`config.mk`:
```
export PLATFORM = sky130hd
export DESIGN_NAME = gaze_sample_change_record_encoder
export DESIGN_NICKNAME = d
export VERILOG_FILES = /design/src/rtl/core/gscr_pkg.sv /design/src/rtl/core/gscr_front.sv /design/src/rtl/core/gscr_queue.sv /design/src/rtl/core/gscr_back.sv /design/src/rtl/core/gaze_sample_change_record_encoder.sv
export SDC_FILE = /design/constraint.sdc
export NUM_CORES = 1
export LEC_CHECK = 0
export ABC_CLOCK_PERIOD_IN_PS = 9900
export BUFFER_PORTS_ARGS = -buffer_cell sky130_fd_sc_hd__clkbuf_2
export CELL_PAD_IN_SITES_DETAIL_PLACEMENT = 1
export CELL_PAD_IN_SITES_GLOBAL_PLACEMENT = 2
export CORE_MARGIN = 5
export CORE_UTILIZATION = 40
export DETAILED_ROUTE_END_ITERATION = 10
export PLACE_DENSITY = 0.82
export SYNTH_ARGS = -nofsm -noshare
export SYNTH_HDL_FRONTEND = slang
export SYNTH_SLANG_ARGS = --single-unit
```
`constraint.sdc`:
```
create_clock -name clock -period 9.9 [get_ports clock]
set_input_delay 0.495 -clock clock [delete_from_list [all_inputs] [get_ports clock]]
set_output_delay 0.495 -clock clock [all_outputs]
set_load 0.005 [all_outputs]
```
`src/rtl/core/gscr_pkg.sv`:
```
// shared types, constants and field layout for the gaze change record encoder
package gscr_pkg;

   // port widths
   localparam int REQ_DATA_W = 80;
   localparam int RSP_DATA_W = 8;
   localparam int CSR_IDX_W  = 2;
   localparam int CSR_DATA_W = 8;

   // default depth of the record queue between front and back
   localparam int QUEUE_DEPTH = 4;

   // reset values of the code registers
   localparam logic [7:0] PAUSE_RESET   = 8'h00;
   localparam logic [7:0] BLINK_RESET   = 8'h01;
   localparam logic [7:0] ERROR_RESET   = 8'h20;
   localparam logic [7:0] TIMEOUT_RESET = 8'h40;

   // status byte bits built from the raw status
   localparam logic [7:0] STAT_SACCADE = 8'h02;
   localparam logic [7:0] STAT_UNSAFE  = 8'h10;
   localparam logic [7:0] STAT_NOLOCK  = 8'h04;

   // byte closing a trial
   localparam logic [7:0] END_BYTE = 8'h00;

   // duration length codes (code byte bits 7:6)
   localparam logic [1:0] DLEN_NONE = 2'd0;
   localparam logic [1:0] DLEN_ONE  = 2'd1;
   localparam logic [1:0] DLEN_TWO  = 2'd2;
   localparam logic [1:0] DLEN_FOUR = 2'd3;

   // configuration register indexes
   typedef enum logic [CSR_IDX_W-1:0] {
      CSR_PAUSE   = 2'd0,
      CSR_BLINK   = 2'd1,
      CSR_ERROR   = 2'd2,
      CSR_TIMEOUT = 2'd3
   } csr_index_type;

   // byte positions of one record
   typedef enum logic [3:0] {
      STEP_CODE,
      STEP_DT0,
      STEP_DT1,
      STEP_DT2,
      STEP_DT3,
      STEP_XHI,
      STEP_XLO,
      STEP_YHI,
      STEP_YLO,
      STEP_STAT,
      STEP_FLAG,
      STEP_END,
      STEP_DONE
   } step_type;

   // one record handed from front to back
   typedef struct packed {
      logic [3:0]  mask;     // bit0 x, bit1 y, bit2 status, bit3 flags
      logic [15:0] pos_x;
      logic [15:0] pos_y;
      logic [7:0]  status;
      logic [7:0]  flags;
      logic [31:0] dt;
      logic [1:0]  dlen;
      logic        add_end;  // end byte follows the record
      logic        eob;      // record closes the burst of its sample
   } rec_type;

   // duration length code from the signed duration
   function automatic logic [1:0] dur_len(input logic [31:0] dt);
      logic [1:0] len;
      if (dt[31]) begin
         len = DLEN_NONE;
      end else if (dt[31:8] == 24'd0) begin
         len = DLEN_ONE;
      end else if (dt[31:16] == 16'd0) begin
         len = DLEN_TWO;
      end else begin
         len = DLEN_FOUR;
      end
      return len;
   endfunction

endpackage

```
`src/rtl/core/gscr_front.sv`:
```
// front end: code registers, sample classification, run state and record issue
module gscr_front (
   input  logic                                 clock,
   input  logic                                 reset,
   // sample channel
   input  logic                                 req_tvalid,
   output logic                                 req_tready,
   input  logic [gscr_pkg::REQ_DATA_W-1:0]      req_tdata,
   input  logic                                 req_tlast,
   // configuration channel
   input  logic                                 csr_valid,
   output logic                                 csr_ready,
   input  logic [gscr_pkg::CSR_IDX_W-1:0]       csr_index,
   input  logic [gscr_pkg::CSR_DATA_W-1:0]      csr_data,
   // record queue write side
   output logic                                 push,
   output gscr_pkg::rec_type                    push_rec,
   input  logic                                 queue_full
);

   // code registers
   logic [7:0] pause_ff, blink_ff, error_ff, timeout_ff;

   // run state
   logic        seen_ff;
   logic [15:0] run_x_ff, run_y_ff;
   logic [7:0]  run_st_ff, run_fl_ff;
   logic [3:0]  run_mask_ff;
   logic [31:0] base_ff, prev_ff, prev_p2_ff;

   // second record of a sample that changes state and ends the trial
   logic              pend_valid_ff, pend_valid_in;
   gscr_pkg::rec_type pend_ff, pend_in;

   // unpacked sample fields
   logic [15:0] s_x, s_y;
   logic [5:0]  s_raw;
   logic        s_stim;
   logic [1:0]  s_user, s_key;
   logic [31:0] s_stamp;
   logic        accept;

   // classification
   logic [7:0]  st_new, fl_new;
   logic [3:0]  chg;
   logic        fin_emit;
   logic [31:0] base_new, dt_a, dt_b;
   gscr_pkg::rec_type rec_a, rec_b;

   assign s_x     = req_tdata[15:0];
   assign s_y     = req_tdata[31:16];
   assign s_raw   = req_tdata[37:32];
   assign s_stim  = req_tdata[38];
   assign s_user  = req_tdata[40:39];
   assign s_key   = req_tdata[42:41];
   assign s_stamp = req_tdata[74:43];

   assign csr_ready  = 1'b1;
   assign req_tready = !pend_valid_ff && !queue_full;
   assign accept     = req_tvalid && req_tready;

   // code register writes
   always_ff @(posedge clock) begin
      if (reset) begin
         pause_ff   <= gscr_pkg::PAUSE_RESET;
         blink_ff   <= gscr_pkg::BLINK_RESET;
         error_ff   <= gscr_pkg::ERROR_RESET;
         timeout_ff <= gscr_pkg::TIMEOUT_RESET;
      end else if (csr_valid) begin
         unique case (gscr_pkg::csr_index_type'(csr_index))
            gscr_pkg::CSR_PAUSE:   pause_ff   <= csr_data;
            gscr_pkg::CSR_BLINK:   blink_ff   <= csr_data;
            gscr_pkg::CSR_ERROR:   error_ff   <= csr_data;
            gscr_pkg::CSR_TIMEOUT: timeout_ff <= csr_data;
            default: ;
         endcase
      end
   end

   // status byte, earlier conditions win
   always_comb begin
      priority if (!s_raw[5]) begin
         st_new = timeout_ff;
      end else if (!s_raw[4]) begin
         st_new = error_ff;
      end else if (s_raw[3]) begin
         st_new = blink_ff;
      end else begin
         st_new = (s_raw[0] ? gscr_pkg::STAT_SACCADE : 8'h00)
                | (!s_raw[1] ? gscr_pkg::STAT_UNSAFE : 8'h00)
                | (!s_raw[2] ? gscr_pkg::STAT_NOLOCK : 8'h00);
      end
   end

   // flags byte
   assign fl_new = {s_key[1], s_key[0], s_user[1], s_user[0], s_stim, 3'b000};

   // change detection and durations
   assign chg = {fl_new != run_fl_ff, st_new != run_st_ff,
                 s_y != run_y_ff, s_x != run_x_ff};
   assign fin_emit = req_tlast && ((|chg ? st_new : run_st_ff) != pause_ff);
   assign base_new = (|chg) ? prev_p2_ff : base_ff;
   assign dt_a     = prev_ff - base_ff;
   assign dt_b     = s_stamp - base_new;

   // record closing the current run
   always_comb begin
      rec_a.mask    = run_mask_ff;
      rec_a.pos_x   = run_x_ff;
      rec_a.pos_y   = run_y_ff;
      rec_a.status  = run_st_ff;
      rec_a.flags   = run_fl_ff;
      rec_a.dt      = dt_a;
      rec_a.dlen    = gscr_pkg::dur_len(dt_a);
      rec_a.add_end = 1'b0;
      rec_a.eob     = !fin_emit;
   end

   // record closing the final run; its fields equal the sample's
   always_comb begin
      rec_b.mask    = (|chg) ? chg : run_mask_ff;
      rec_b.pos_x   = s_x;
      rec_b.pos_y   = s_y;
      rec_b.status  = st_new;
      rec_b.flags   = fl_new;
      rec_b.dt      = dt_b;
      rec_b.dlen    = gscr_pkg::dur_len(dt_b);
      rec_b.add_end = 1'b1;
      rec_b.eob     = 1'b1;
   end

   // record issue into the queue
   always_comb begin
      push          = 1'b0;
      push_rec      = rec_a;
      pend_valid_in = pend_valid_ff;
      pend_in       = pend_ff;
      if (pend_valid_ff) begin
         if (!queue_full) begin
            push          = 1'b1;
            push_rec      = pend_ff;
            pend_valid_in = 1'b0;
         end
      end else if (accept && seen_ff) begin
         if (|chg) begin
            push     = 1'b1;
            push_rec = rec_a;
            if (fin_emit) begin
               pend_valid_in = 1'b1;
               pend_in       = rec_b;
            end
         end else if (fin_emit) begin
            push     = 1'b1;
            push_rec = rec_b;
         end
      end
   end

   // control state
   always_ff @(posedge clock) begin
      if (reset) begin
         pend_valid_ff <= 1'b0;
         seen_ff       <= 1'b0;
      end else begin
         pend_valid_ff <= pend_valid_in;
         if (accept) begin
            seen_ff <= !req_tlast;
         end
      end
   end

   // run payload
   always_ff @(posedge clock) begin
      pend_ff <= pend_in;
      if (accept) begin
         prev_ff    <= s_stamp;
         prev_p2_ff <= s_stamp + 32'd2;
         if (!seen_ff) begin
            run_x_ff    <= s_x;
            run_y_ff    <= s_y;
            run_st_ff   <= pause_ff;
            run_fl_ff   <= 8'h00;
            run_mask_ff <= {1'b0, 1'b1, s_y != 16'd0, s_x != 16'd0};
            base_ff     <= s_stamp + 32'd1;
         end else if (|chg) begin
            run_x_ff    <= s_x;
            run_y_ff    <= s_y;
            run_st_ff   <= st_new;
            run_fl_ff   <= fl_new;
            run_mask_ff <= chg;
            base_ff     <= prev_p2_ff;
         end
      end
   end

endmodule

```
`src/rtl/core/gscr_queue.sv`:
```
// short record queue between front and back
module gscr_queue #(
   parameter int Depth = gscr_pkg::QUEUE_DEPTH
) (
   input  logic              clock,
   input  logic              reset,
   input  logic              push,
   input  gscr_pkg::rec_type push_rec,
   output logic              full,
   input  logic              pop,
   output gscr_pkg::rec_type head,
   output logic              nonempty
);

   localparam int PtrW = (Depth > 1) ? $clog2(Depth) : 1;
   localparam int CntW = $clog2(Depth + 1);
   localparam logic [PtrW-1:0] LastPtr = PtrW'(Depth - 1);
   localparam logic [CntW-1:0] FullCnt = CntW'(Depth);

   gscr_pkg::rec_type slot_ff [Depth];
   logic [PtrW-1:0] wr_ff, rd_ff;
   logic [CntW-1:0] cnt_ff;
   logic            do_push, do_pop;

   assign full     = (cnt_ff == FullCnt);
   assign nonempty = (cnt_ff != '0);
   assign do_push  = push && !full;
   assign do_pop   = pop && nonempty;
   assign head     = slot_ff[rd_ff];

   // pointers and fill count
   always_ff @(posedge clock) begin
      if (reset) begin
         wr_ff  <= '0;
         rd_ff  <= '0;
         cnt_ff <= '0;
      end else begin
         if (do_push) begin
            wr_ff <= (wr_ff == LastPtr) ? '0 : wr_ff + PtrW'(1);
         end
         if (do_pop) begin
            rd_ff <= (rd_ff == LastPtr) ? '0 : rd_ff + PtrW'(1);
         end
         if (do_push && !do_pop) begin
            cnt_ff <= cnt_ff + CntW'(1);
         end else if (do_pop && !do_push) begin
            cnt_ff <= cnt_ff - CntW'(1);
         end
      end
   end

   // entry storage
   always_ff @(posedge clock) begin
      if (do_push) begin
         slot_ff[wr_ff] <= push_rec;
      end
   end

endmodule

```
`src/rtl/core/gscr_back.sv`:
```
// back end: walks a record byte by byte into the output register
module gscr_back (
   input  logic                              clock,
   input  logic                              reset,
   // record queue read side
   input  gscr_pkg::rec_type                 head,
   input  logic                              nonempty,
   output logic                              pop,
   // byte channel
   output logic                              rsp_tvalid,
   input  logic                              rsp_tready,
   output logic [gscr_pkg::RSP_DATA_W-1:0]   rsp_tdata,
   output logic                              rsp_tlast
);

   gscr_pkg::rec_type  cur_ff, cur_in;
   gscr_pkg::step_type step_ff, step_in;
   logic               busy_ff, busy_in;
   logic               out_valid_ff, out_valid_in;
   logic [7:0]         out_data_ff, out_data_in;
   logic               out_last_ff, out_last_in;

   logic               slot_free;
   logic [7:0]         cur_byte;
   gscr_pkg::step_type nxt, after_dt, after_x, after_y, after_st, after_fl;

   assign rsp_tvalid = out_valid_ff;
   assign rsp_tdata  = out_data_ff;
   assign rsp_tlast  = out_last_ff;
   assign slot_free  = !out_valid_ff || rsp_tready;

   // successor steps, skipping fields that did not change
   always_comb begin
      after_fl = cur_ff.add_end ? gscr_pkg::STEP_END : gscr_pkg::STEP_DONE;
      after_st = cur_ff.mask[3] ? gscr_pkg::STEP_FLAG : after_fl;
      after_y  = cur_ff.mask[2] ? gscr_pkg::STEP_STAT : after_st;
      after_x  = cur_ff.mask[1] ? gscr_pkg::STEP_YHI  : after_y;
      after_dt = cur_ff.mask[0] ? gscr_pkg::STEP_XHI  : after_x;
   end

   // byte of the current step and the step after it
   always_comb begin
      unique case (step_ff)
         gscr_pkg::STEP_CODE: begin
            cur_byte = {cur_ff.dlen, cur_ff.mask[3], cur_ff.mask[2], 2'b00,
                        cur_ff.mask[1], cur_ff.mask[0]};
            nxt = (cur_ff.dlen != gscr_pkg::DLEN_NONE) ? gscr_pkg::STEP_DT0 : after_dt;
         end
         gscr_pkg::STEP_DT0: begin
            cur_byte = cur_ff.dt[7:0];
            nxt = (cur_ff.dlen == gscr_pkg::DLEN_TWO || cur_ff.dlen == gscr_pkg::DLEN_FOUR)
                ? gscr_pkg::STEP_DT1 : after_dt;
         end
         gscr_pkg::STEP_DT1: begin
            cur_byte = cur_ff.dt[15:8];
            nxt = (cur_ff.dlen == gscr_pkg::DLEN_FOUR) ? gscr_pkg::STEP_DT2 : after_dt;
         end
         gscr_pkg::STEP_DT2: begin
            cur_byte = cur_ff.dt[23:16];
            nxt      = gscr_pkg::STEP_DT3;
         end
         gscr_pkg::STEP_DT3: begin
            cur_byte = cur_ff.dt[31:24];
            nxt      = after_dt;
         end
         gscr_pkg::STEP_XHI: begin
            cur_byte = cur_ff.pos_x[15:8];
            nxt      = gscr_pkg::STEP_XLO;
         end
         gscr_pkg::STEP_XLO: begin
            cur_byte = cur_ff.pos_x[7:0];
            nxt      = after_x;
         end
         gscr_pkg::STEP_YHI: begin
            cur_byte = cur_ff.pos_y[15:8];
            nxt      = gscr_pkg::STEP_YLO;
         end
         gscr_pkg::STEP_YLO: begin
            cur_byte = cur_ff.pos_y[7:0];
            nxt      = after_y;
         end
         gscr_pkg::STEP_STAT: begin
            cur_byte = cur_ff.status;
            nxt      = after_st;
         end
         gscr_pkg::STEP_FLAG: begin
            cur_byte = cur_ff.flags;
            nxt      = after_fl;
         end
         gscr_pkg::STEP_END: begin
            cur_byte = gscr_pkg::END_BYTE;
            nxt      = gscr_pkg::STEP_DONE;
         end
         default: begin
            cur_byte = gscr_pkg::END_BYTE;
            nxt      = gscr_pkg::STEP_DONE;
         end
      endcase
   end

   // sequencer: load a record, then one byte per free output slot
   always_comb begin
      pop          = 1'b0;
      cur_in       = cur_ff;
      step_in      = step_ff;
      busy_in      = busy_ff;
      out_valid_in = out_valid_ff && !rsp_tready;
      out_data_in  = out_data_ff;
      out_last_in  = out_last_ff;
      if (!busy_ff) begin
         if (nonempty) begin
            pop     = 1'b1;
            cur_in  = head;
            step_in = gscr_pkg::STEP_CODE;
            busy_in = 1'b1;
         end
      end else if (slot_free) begin
         out_valid_in = 1'b1;
         out_data_in  = cur_byte;
         out_last_in  = cur_ff.eob && (nxt == gscr_pkg::STEP_DONE);
         step_in      = nxt;
         busy_in      = (nxt != gscr_pkg::STEP_DONE);
      end
   end

   // control state
   always_ff @(posedge clock) begin
      if (reset) begin
         busy_ff      <= 1'b0;
         out_valid_ff <= 1'b0;
         step_ff      <= gscr_pkg::STEP_DONE;
      end else begin
         busy_ff      <= busy_in;
         out_valid_ff <= out_valid_in;
         step_ff      <= step_in;
      end
   end

   // payload
   always_ff @(posedge clock) begin
      cur_ff      <= cur_in;
      out_data_ff <= out_data_in;
      out_last_ff <= out_last_in;
   end

endmodule

```
`src/rtl/core/gaze_sample_change_record_encoder.sv`:
```
// top level of the gaze sample change record encoder
//
// Samples enter on the req_ channel, one word per sample, tlast marking the
// final sample of a trial. Encoded bytes leave on the rsp_ channel, one byte
// per word, tlast high on the last byte that a sample causes. Code registers
// are written on the csr_ channel, which is always ready.
// A sample that ends a run writes one record into a short queue; the back end
// turns each record into its bytes. The record enters the queue when the
// sample is accepted; the back end loads it from the queue into its current
// record register, then registers its bytes in the output register, one byte
// per cycle while the receiver takes them. A final sample that also ends a run
// issues two records, and req_tready stays low until the second is queued. The
// queue depth sets how many records may wait before req_tready drops.
// Reset clears the run state, empties the queue and output register and puts
// the code registers at their defaults; no bytes are shown after reset. When
// the receiver stalls, the output byte holds and the queue fills, then the
// sample channel stalls.
module gaze_sample_change_record_encoder #(
   parameter int QueueDepth = gscr_pkg::QUEUE_DEPTH
) (
   input  logic                              clock,
   input  logic                              reset,
   // sample input
   input  logic                              req_tvalid,
   output logic                              req_tready,
   // pos_x, pos_y, raw_status, stim_flag, user_flags, key_flags, stamp, 5 zero bits
   input  logic [gscr_pkg::REQ_DATA_W-1:0]   req_tdata,
   input  logic                              req_tlast,  // last_sample
   // byte output
   output logic                              rsp_tvalid,
   input  logic                              rsp_tready,
   // out_byte
   output logic [gscr_pkg::RSP_DATA_W-1:0]   rsp_tdata,
   output logic                              rsp_tlast,  // end_of_burst
   // code register writes
   input  logic                              csr_valid,
   output logic                              csr_ready,
   input  logic [gscr_pkg::CSR_IDX_W-1:0]    csr_index,
   input  logic [gscr_pkg::CSR_DATA_W-1:0]   csr_data
);

   logic              push, queue_full, pop, nonempty;
   gscr_pkg::rec_type push_rec, head;

   // classification and run tracking
   gscr_front u_front (
      .clock      (clock),
      .reset      (reset),
      .req_tvalid (req_tvalid),
      .req_tready (req_tready),
      .req_tdata  (req_tdata),
      .req_tlast  (req_tlast),
      .csr_valid  (csr_valid),
      .csr_ready  (csr_ready),
      .csr_index  (csr_index),
      .csr_data   (csr_data),
      .push       (push),
      .push_rec   (push_rec),
      .queue_full (queue_full)
   );

   // record queue
   gscr_queue #(
      .Depth (QueueDepth)
   ) u_queue (
      .clock    (clock),
      .reset    (reset),
      .push     (push),
      .push_rec (push_rec),
      .full     (queue_full),
      .pop      (pop),
      .head     (head),
      .nonempty (nonempty)
   );

   // byte serializer
   gscr_back u_back (
      .clock      (clock),
      .reset      (reset),
      .head       (head),
      .nonempty   (nonempty),
      .pop        (pop),
      .rsp_tvalid (rsp_tvalid),
      .rsp_tready (rsp_tready),
      .rsp_tdata  (rsp_tdata),
      .rsp_tlast  (rsp_tlast)
   );

endmodule

```
# Yosys cells after proc, flatten, opt, wreduce, memory -nomap -nowiden
# Memories as Yosys holds them, arrays and structs flattened. A register that Yosys moved wholly into a read port is not among the register bits.
# Index checks and enable logic that the tools add are counted.
# totals
regBits	284
ramBits	352
in_bits	96
output_inout_bits	12
wordCells	174
n_memories	1
# memory_table
memory	depth	width	read_ports	rd_ports_with_merged_regs	wr	line	source
u_queue.slot_ff	4	88	1	1	1	gscr_queue.sv:20	gscr_pkg::rec_type slot_ff [Depth];
# op_classes
add_sub_neg	8
n_eq_ne	27
muxes	62
bitwise_logic	4
reduce_logical	42
# ops
cell	n
88-bit two-way mux	5
8-bit one-hot mux with 11 select lines	1
16-bit two-way mux	4
32-bit two-way mux	2
32-bit subtractor	2
24-bit zero test	2
8-bit two-way mux	6
4-bit two-way mux	11
4-bit one-hot mux with 11 select lines	1
32-bit by 1-bit adder with 32-bit output, second input constant	1
32-bit by 2-bit adder with 32-bit output, second input constant	1
16-bit zero test	2
16-bit != test	2
16-bit nonzero test	2
1-bit two-way mux	19
4-bit by 3-bit == test with 1-bit output, second input constant	4
4-bit == test, second input constant	4
2-bit two-way mux	8
8-bit != test	2
8-bit OR	2
2-bit AND reduction	8
2-bit == test, second input constant	6
3-bit two-way mux	4
1-bit logical AND	10
other kinds (20)	34

# Logic depth before layout (Yosys ltp)
# Gate-level depths: netlist of run 1.
# depth
ltp_word	20
mapped_depth	29
mapped_depth_nobuf	23

# By module
# Synthesis of run 1 repeated with hierarchy kept, for this count alone.
# hier_totals
hier_cells	2703
hier_area_um2	34922.2
# by_module_without_submodules
module	n_inst	cells_each	area_each_um2	seq_area_each_um2
gscr_front	1	1892	17431.7	7497.2
gscr_queue	1	510	13157.6	10750.3
gscr_back	1	301	4332.9	3032.9

# Least setup slack after synthesis of run 1
# No wires, ideal clock.
# synth_path
kind	register to register
from	register u_queue.cnt_ff[0]
to	register u_front.pend_ff[10] in the netlist's numbering (enable)
setup_ns	0.629
t_arrival_ns	10.206
t_required_ns	9.271
path_slack_ns	-0.935
path_stages_with_launch	8
n_path_buf	1
synth_period_minus_slack_ns	10.835
cell_sequence	dfxtp_1 nor2_1 and2_1 nor2_1 and2_1 clkbuf_1 nand2_1 nor3_1
# synth_via
elab_chain_len	6
# synth_lines
item	line	source
start: declaration	gscr_queue.sv:22	logic [CntW-1:0] cnt_ff;
start signal: assignment	gscr_queue.sv:45	cnt_ff <= cnt_ff + CntW'(1);
start signal: assignment	gscr_queue.sv:47	cnt_ff <= cnt_ff - CntW'(1);
3-bit == test	gscr_queue.sv:25	assign full = (cnt_ff == FullCnt);
1-bit zero test	gscr_front.sv:59	assign req_tready = !pend_valid_ff && !queue_full;
1-bit logical AND	gscr_front.sv:59	
net req_tready	gaze_sample_change_record_encoder.sv:25	output logic req_tready,
1-bit logical AND	gscr_front.sv:60	assign accept = req_tvalid && req_tready;
net u_front.accept	gscr_front.sv:41	logic accept;
1-bit logical AND	gscr_front.sv:144	end else if (accept && seen_ff) begin
4-bit AND reduction (no line)	--	
end signal: assignment	gscr_front.sv:174	pend_ff <= pend_in;
end: declaration	gscr_front.sv:33	gscr_pkg::rec_type pend_ff, pend_in;
# The timed path passes the listed nets, and every way through them passes these cells.
# A chain may end at the register's enable or synchronous reset.

==> results by group, run 1 <==
Detailed routing
  – Overall routed net length: 91400 µm
  – DRC viols: 0
  – DR vias: 21900
  – DRT iter0 DRCs: between 1000 and 1500
  – First-pass DRT Iterations: 5
  – Drt wl/cell: ~24 µm
  – DRT antenna net count: 0
  – Routed vias/inst: around 5.6

Die
  – Die area: 0.0908 mm²
  – Height of the die: between 300 and 400 µm
  – Starting Density: about two fifths
  – Die Wd: roughly 300 µm
  – Boundary Pins: about 110
  – # rows: 106
  – Core Area: roughly 0.084 mm²

Clock tree
  – Post-CTS Setup Bufs: 0
  – Clock-pin slew on the worst setup and hold paths: 0.06 ns
  – Resize count post-CTS: 0
  – CTS buffer count: 77
  – CTS tree: done
  – H-tree depth: 3
  – CTS max path bufs: 3
  – CTS root buf: clkbuf_16
  – Clock sinks: between 700 and 800
  – Post-CTS Hold Buffers: 0
  – Clock Latency Late Sink: ~0.65 ns

Final layout
  – Most frequent cells in the layout: edfxtp_1 (661), nand2_1 (261), nor2_1 (194)
  – Post-layout util: 45.6%
  – Ant diodes: 0
  – Most common cell after layout, fill and taps aside: edfxtp_1
  – Layout Nets: 2850
  – Layout area overhead: 12.7%
  – Layout cell share with drive strength beyond 1: roughly 14%

Synth
  – Post-synth ARST share: 0%
  – Post-synthesis adder-cell area fraction: roughly 2.9%
  – Combinational family with the most area after synthesis: compound AO/OA/AOI/OAI gates
  – Simple-Gate Fraction of Synth Area: about a tenth
  – Ys flop type: edfxtp_1
  – Count of different cell masters after synthesis: 94
  – Post-synthesis xor/xnor area fraction: under 10%
  – EDFF count, synth: 661
  – Compound-gate portion of the synthesized area: 10.4%
  – Syn nets: between 2000 and 3000
  – Yosys reg bits: 708
  – Mux share of post-synthesis cell area: under 10%
  – Mapped Area: between 0.03 and 0.04 mm²
  – Seq/Total Area, Yosys: just over 60%
  – Average size of a mapped cell: roughly 13 µm²
  – Yosys synthesis warning count: 0
  – Syn Inst Count: about 2600

GRT
  – First-pass GRT wire length: between 100000 and 150000 µm
  – Number of global-route vias before repair: around 23000
  – Initial antenna violation count: 2
  – Remaining global-route overflow: 0
  – GRT Overall Usage: between 20% and 30%
  – Pin count of the biggest net entering global routing: roughly 80

Placement
  – Post-DP HPWL: 63200 µm
  – Port bufs: a little over 100
  – Post-Place Setup Slack: about 2.2 ns
  – GPL Wtd Cong: 0.879

Worst setup path
  – Worst Setup End Kind: flip-flop
  – Critical path class: reg2reg
  – Reg2reg setup slack: ~2.4 ns
  – R2R cell count: 24
  – R2r startpoint: u_front.run_x_ff[1]
  – Reg2reg end: u_queue.slot_ff[0][3]
  – CP arrival: 7.81 ns
  – Critical Path Start Type: flip-flop
  – CP Data Required Time: around 10 ns
  – Critical Path Fanout Max: 37

Timing
  – Final Cycle Share: between 70 and 80%
  – Max Slew Vio Count: 0
  – Tmin final: roughly 7.5 ns
  – Fmax: approximately 130 MHz
  – Final setup violation count: 0
  – Clk_skew: between 0.03 and 0.04 ns
  – Worst-Margin Slew: 1.13 ns
  – Max_slew headroom: around a quarter
  – Final hold vios: 0
  – Worst Setup Slack, final: 2.42 ns
  – Setup TNS: 0 ns
  – RSZ-0062 raised after global routing: no

Power and ir drop
  – Leak: between 10 and 15 nW
  – Max VDD drop: about 0.21 mV
  – Power Density: 253 mW/mm²
  – Overall Power: just under 0.01 W

Status
  – Outcome: finished clean

Min path
  – Hold Crit Start: req_tdata[42]
  – Hold depth: 1
  – Hold Path Class: in2reg
  – Sink of the worst hold path: u_front.pend_ff[43]

Flow run
  – Max-Cap Viols: 0
## synth_stat cells, types with 5 or more instances
cell type  instances  area [µm²]
ha_1              59         738
o21ai_0           78         390
nand3_1           60         300
and2_1            21         131
or2_2              9        56.3
o22ai_1            7        43.8
a21oi_1          170         851
a22oi_1           51         383
o31ai_1            7        52.6
a21o_1            37         278
nand3b_1           7        52.6
a22o_1             6        52.6
edfxtp_1         661       19800
nand4_1           21         131
nor2b_1           23         144
o21bai_1          12        90.1
mux2_2            23         259
nor4_1            26         163
nand2_1          261         980
a211o_1            7        61.3
a311oi_1           5        43.8
mux4_2            89        2000
nand2b_1          31         194
a31o_2             5        43.8
nor3b_1            7        52.6
xor2_1            88         771
or3_1             11        68.8
buf_1             19        71.3
and3_1            18         113
dfxtp_1           47         941
nor3_1            34         170
o211ai_1           8        60.1
nor2_1           195         732
inv_1             88         330
a21boi_0           8        60.1
a31oi_1           25         156
a211oi_1          18         135
mux2i_1           48         480
a221o_1           20         200
xnor2_1           85         744
clkbuf_1         104         390
o221ai_1           6        52.6
maj3_1            17         170
## critical path, cell delays in order, from the launching register on
cell	delay, ns
edfxtp_1	0.42
xor2_1	0.19
nor4_1	0.48
nand4_1	0.42
or3_1	0.68
nor4_4	0.29
buf_4	0.55
nand2_1	0.10
o21ai_0	0.12
ha_1	0.25
fa_1	0.27
a21oi_1	0.06
a21oi_1	0.17
maj3_1	0.23
nor2_1	0.05
mux2_2	0.28
and3_1	0.20
a2111oi_0	0.54
or4b_1	0.24
a41oi_2	0.24
a311o_1	0.43
a21oi_2	0.18
xnor2_2	0.15
nor4_4	0.40
a31oi_1	0.22
## registers in the layout, indices dropped and copies added (netlist names), 5 cells and up
register,count
u_back.cur_ff,85
u_front.timeout_ff,8
u_front.prev_p2_ff,32
u_front.pause_ff,8
u_front.base_ff,32
u_front.pend_ff,83
u_front.run_st_ff,8
u_front.run_y_ff,16
u_front.error_ff,8
u_front.run_x_ff,16
u_back.rsp_tdata,8
u_front.blink_ff,8
u_front.run_fl_ff,5
u_queue.slot_ff,340
u_front.prev_ff,31
## cell families (layout without fill, tap and decap cells)
group                      after synthesis  count (layout)
xor gates and xnor gates               176             176
adders and majority gates               81              81
muxes                                  161             161
other                                    1               1
DFF                                    708             708
and+or+nand+nor                        741             741
AOI/OAI and AO/OA                      528             528
buffers and inverters                  220             356
## per-layer routing
metal	up-vias	track usage, %	wire length [µm]	part of all wire, %
met5	-	0	13	0.014
met4	2	5.82	2320	2.5
met3	119	2.69	4280	4.7
met2	567	33.7	44500	49
met1	11100	27.3	40300	44
li1	10100	-	-	-
## report_power, final
| part | switching [W] | total (W) | internal [W] |
|---|---|---|---|
| Combinational | 0.00156 | 0.00246 | 0.000895 |
| Clock | 0.00124 | 0.00296 | 0.00172 |
| Sequential | 0.000284 | 0.00426 | 0.00397 |
## worst max-delay path by stage
| stage | from | endpoint | slack [ns] |
|---|---|---|---|
| final | u_front.run_x_ff[1] | u_queue.slot_ff[0][3] | 2.42 |
| after global routing | u_front.run_x_ff[1] | u_queue.slot_ff[1][3] | 1.99 |
| after CTS | u_front.run_x_ff[1] | u_queue.slot_ff[1][2] | 2.35 |
| after detailed placement | req_tdata[6] | u_queue.slot_ff[1][2] | 2.15 |
| after global placement | req_tdata[2] | u_queue.slot_ff[0][2] | 2.29 |
| after floorplan | u_queue.cnt_ff[0] | u_queue.slot_ff[0][0] | 0.79 |
## metrics by stage
| step | cells | instance area (µm²) | hold WS (ns) |
|---|---|---|---|
| CTS | 3886 | 38300 | 0.0441 |
| global placement | 3747 | 35600 | 0.461 |
| global route | 3886 | 38300 | 0.0539 |
| detailed placement | 3747 | 35600 | 0.464 |
| finish | 3886 | 38300 | 0.0723 |
| floorplan | 2616 | 34000 | 0.442 |
## cell type report
type	instances	area, µm²
timing repair buffer	129	716
tap	1134	1420
inverter	88	332
fill	8562	45700
multi-input combinational	1688	12400
clock buffer	93	2000
clock inverter	46	628
sequential	708	20800
No activity file was read; power rests on OpenSTA's default activity.
==> run 2: changes to the inputs <==
--- a/config.mk
+++ b/config.mk
@@ -5,12 +5,13 @@
 export SDC_FILE = /design/constraint.sdc
 export NUM_CORES = 1
 export LEC_CHECK = 0
-export ABC_CLOCK_PERIOD_IN_PS = 9900
+export ABC_AREA = 1
+export ABC_CLOCK_PERIOD_IN_PS = 6600
 export BUFFER_PORTS_ARGS = -buffer_cell sky130_fd_sc_hd__clkbuf_2
 export CELL_PAD_IN_SITES_DETAIL_PLACEMENT = 1
 export CELL_PAD_IN_SITES_GLOBAL_PLACEMENT = 2
 export CORE_MARGIN = 5
-export CORE_UTILIZATION = 40
+export CORE_UTILIZATION = 37
 export DETAILED_ROUTE_END_ITERATION = 10
 export PLACE_DENSITY = 0.82
 export SYNTH_ARGS = -nofsm -noshare
==> constraint.sdc (replaced) <==
create_clock -name clock -period 6.6 [get_ports clock]
set_input_delay 0.33 -clock clock [delete_from_list [all_inputs] [get_ports clock]]
set_output_delay 0.33 -clock clock [all_outputs]
set_load 0.005 [all_outputs]
==> run 2 against run 1 <==
Against the previous run: clock power rose by 52%; clock-buffer cell count fell by 3; register-to-register slack got worse by 1.2 ns; largest cell class unchanged.
==> results by group, run 2 <==
Timing
  – Worst-Margin Slew: 1.13 ns (+0.00515 ns)
  – Fmax: 185 MHz (+38%)
  – Final hold vios: 0 (unchanged)
  – Worst Setup Slack, final: 1.20 ns (-1.22 ns)
  – Clk_skew: 0.0338 ns (-0.00606 ns)
  – RSZ-0062 raised after global routing: no
  – Final Cycle Share: 81.9% (+6.3 points)
  – Max Slew Vio Count: 0 (unchanged)
  – Tmin final: 5.40 ns (-2.08 ns)
  – Setup TNS: 0 ns (unchanged)
  – Fin Hold WS: 0.0244 ns (-0.0479 ns)
  – Max_slew headroom: 24.6% (-0.27 points)
  – Final setup violation count: 0 (unchanged)

Worst setup path
  – Critical Path Start Type: flip-flop
  – Worst Setup End Kind: flip-flop
  – R2R cell count: 31 (+29%)
  – CP arrival: 5.75 ns (-2.06 ns)
  – Critical Path Fanout Max: 38 (+2.7%)
  – Critical path class: reg2reg
  – Worst path most repeated cell: nand2_1
  – Slowest cell delay on critical path: 0.43 ns (-0.25 ns)
  – Slowest-stage cell, CP: edfxtp_1
  – CP Data Required Time: 6.95 ns (-3.28 ns)

Die
  – Core Area: 0.0915 mm² (+9.0%)
  – Boundary Pins: 108 (unchanged)
  – # rows: 111 (+4.7%)
  – Starting Density: 37.2% (-3.2 points)
  – Die area: 0.0983 mm² (+8.2%)
  – Die Wd: 313 µm (+4.0%)
  – Height of the die: 313 µm (+4.0%)

Clock tree
  – Post-CTS Setup Bufs: 0 (unchanged)
  – CTS root buf: clkbuf_16
  – H-tree depth: 3 (unchanged)
  – Resize count post-CTS: 0 (unchanged)
  – Clock-pin slew on the worst setup and hold paths: 0.06 ns (about the same)
  – CTS buffer count: 76 (-1.3%)
  – Clock Latency Late Sink: 0.64 ns (about the same)
  – CTS max path bufs: 3 (unchanged)
  – CTS tree: done
  – Clock sinks: 708 (unchanged)
  – Post-CTS Hold Buffers: 56 (+56)

Detailed routing
  – First-pass DRT Iterations: 5 (unchanged)
  – DR vias: 25100 (+15%)
  – Overall routed net length: 103000 µm (+13%)
  – DRC viols: 0 (unchanged)
  – DRT antenna net count: 0 (unchanged)
  – Drt wl/cell: 21.7 µm (-7.6%)
  – Routed vias/inst: 5.28 (-6.3%)
  – DRT iter0 DRCs: 1973 (+36%)

Placement
  – Post-Place Setup Slack: 1.21 ns (-0.944 ns)
  – Port bufs: 101 (unchanged)
  – Post-DP HPWL: 72400 µm (+15%)
  – GPL Wtd Cong: 0.849 (-3.4%)

Synth
  – Top cell type's share of synthesized area: 58.3% (-0.20 points)
  – EDFF count, synth: 661 (unchanged)
  – Average size of a mapped cell: 10.2 µm² (-22%)
  – Synth cell count leaders: edfxtp_1 (661), nand2_1 (636), nor2_1 (390)
  – Largest area contributor in the netlist: edfxtp_1
  – Yosys synthesis warning count: 0 (unchanged)
  – Ys flop type: edfxtp_1
  – Syn Inst Count: 3349 (+28%)
  – Synth area leaders: edfxtp_1 (58%), nand2_1 (7.0%), o21ai_0 (4.9%)
  – Count of different cell masters after synthesis: 62 (-34%)
  – Seq/Total Area, Yosys: 61.0% (-0.21 points)
  – Post-synth ARST share: 0% (unchanged)
  – Syn nets: 3507 (+26%)
  – Yosys reg bits: 708 (unchanged)
  – Mapped Area: 0.0341 mm² (+0.34%)
  – Count leader, synth: edfxtp_1

Final layout
  – Layout Nets: 3664 (+29%)
  – Most common cell after layout, fill and taps aside: edfxtp_1
  – Layout area overhead: 14.6%
  – Storage cell area: 0.0208 mm² (about the same)
  – Ant diodes: 0 (unchanged)
  – Largest registers: u_queue.slot_ff x340, u_back.cur_ff x85, u_front.pend_ff x83
  – Fillcell total: 10100 (+18%)
  – Largest Register: u_queue.slot_ff
  – Multi-input combinational cell area: 0.0115 mm² (-6.9%)
  – Layout cell share with drive strength beyond 1: 9.80% (-4.7 points)
  – Most frequent cells in the layout: edfxtp_1 (661), nand2_1 (636), nor2_1 (387)
  – Max FFs per register: 340 (unchanged)
  – Post-layout util: 42.7% (-2.9 points)

GRT
  – Initial antenna violation count: 0 (-2)
  – First-pass GRT wire length: 157000 µm (+11%)
  – Pin count of the biggest net entering global routing: 88 (+7.3%)
  – Number of global-route vias before repair: 26000 (+11%)
  – GRT Overall Usage: 20.6% (+0.54 points)
  – Remaining global-route overflow: 0 (unchanged)

Min path
  – Hold Path Class: in2reg
  – Hold depth: 1 (unchanged)

Flow run
  – Max-Cap Viols: 0 (unchanged)

Power and ir drop
  – Max VDD drop: 0.183 mV (-11%)
  – Leak: 15.0 nW (+12%)
  – Overall Power: 0.0152 W (+57%)
  – Power Density: 389 mW/mm² (+54%)

Status
  – Outcome: finished clean
==> run 2: changes by cell type after synthesis, sizes merged, moves of 31 or more <==
cell	before	now
inv	88	353
mux4	89	0
a21oi	171	99
a21o	37	1
nand3	60	121
nand2b	31	0
o22ai	7	88
mux2i	49	1
nor2	195	412
nand2	261	683
xnor2	88	26
o21ai	79	337
==> run 2: cells by family (layout without fill, tap and decap cells) <==
| logic type | count (synthesis) | after routing | share of synthesized area (%) |
|---|---|---|---|
| multiplexers | 1 | 1 | 0.0294 |
| other | 1 | 1 | 0.0110 |
| AO/OA/AOI/OAI | 668 | 668 | 11.4 |
| AND/OR/NAND/NOR | 1311 | 1311 | 16.5 |
| XOR/XNOR | 129 | 129 | 3.36 |
| adder cells (fa/ha/maj) | 62 | 62 | 2.34 |
| buffers and inverters | 469 | 683 | 5.30 |
| flip-flops | 708 | 708 | 61.0 |
==> run 2: final timing paths <==
| check | startpoint | endpoint | slack [ns] |
|---|---|---|---|
| setup / recovery | u_front.run_x_ff[3] | u_queue.slot_ff[0][2] | 1.20 |
| hold / removal | req_tdata[45] | u_front.prev_ff[2] | 0.02 |
| setup reg to reg | u_front.run_x_ff[3] | u_queue.slot_ff[0][2] | 1.20 |
| hold reg to reg | u_front.blink_ff[1] | u_front.blink_ff[1] | 0.45 |
==> run 2: per-layer routing <==
layer	vias up	wire length (µm)	track usage, %
li1	12000	-	-
met1	12500	46700	28.1
met2	540	49900	35.1
met3	127	4260	2.38
met4	0	2380	5.31
met5	-	0	0
==> run 2: cell type report <==
type,instances,share of cell area [%]
Inverter,359,3.48
Sequential cell,708,53.2
Tap cell,1186,3.80
Multi-Input combinational cell,2172,29.5
Timing Repair Buffer,189,3.34
Clock buffer,90,5.06
Clock inverter,45,1.62
==> run 2: power breakdown <==
group,internal (W),switching (W)
sequential,0.00616,0.000319
combinational,0.00111,0.00311
clock,0.00270,0.00181
total,0.00997,0.00523
==> run 2: through the flow <==
stage                     instance area [µm²]  cells
after global placement                  35900   4558
after global routing                    39100   4749
final                                   39100   4749
after floorplan                         34100   3349
after detailed placement                35900   4558
after CTS                               39100   4749
==> run 2: worst max-delay path, delay by kind of cell, from the launching register on <==
kind	cells	cell delay, ns
compound gates	1	0.13
simple gates	23	3.09
xor+xnor	1	0.18
buf+inv	4	0.81
fa+ha+maj	2	0.44
flops	1	0.43
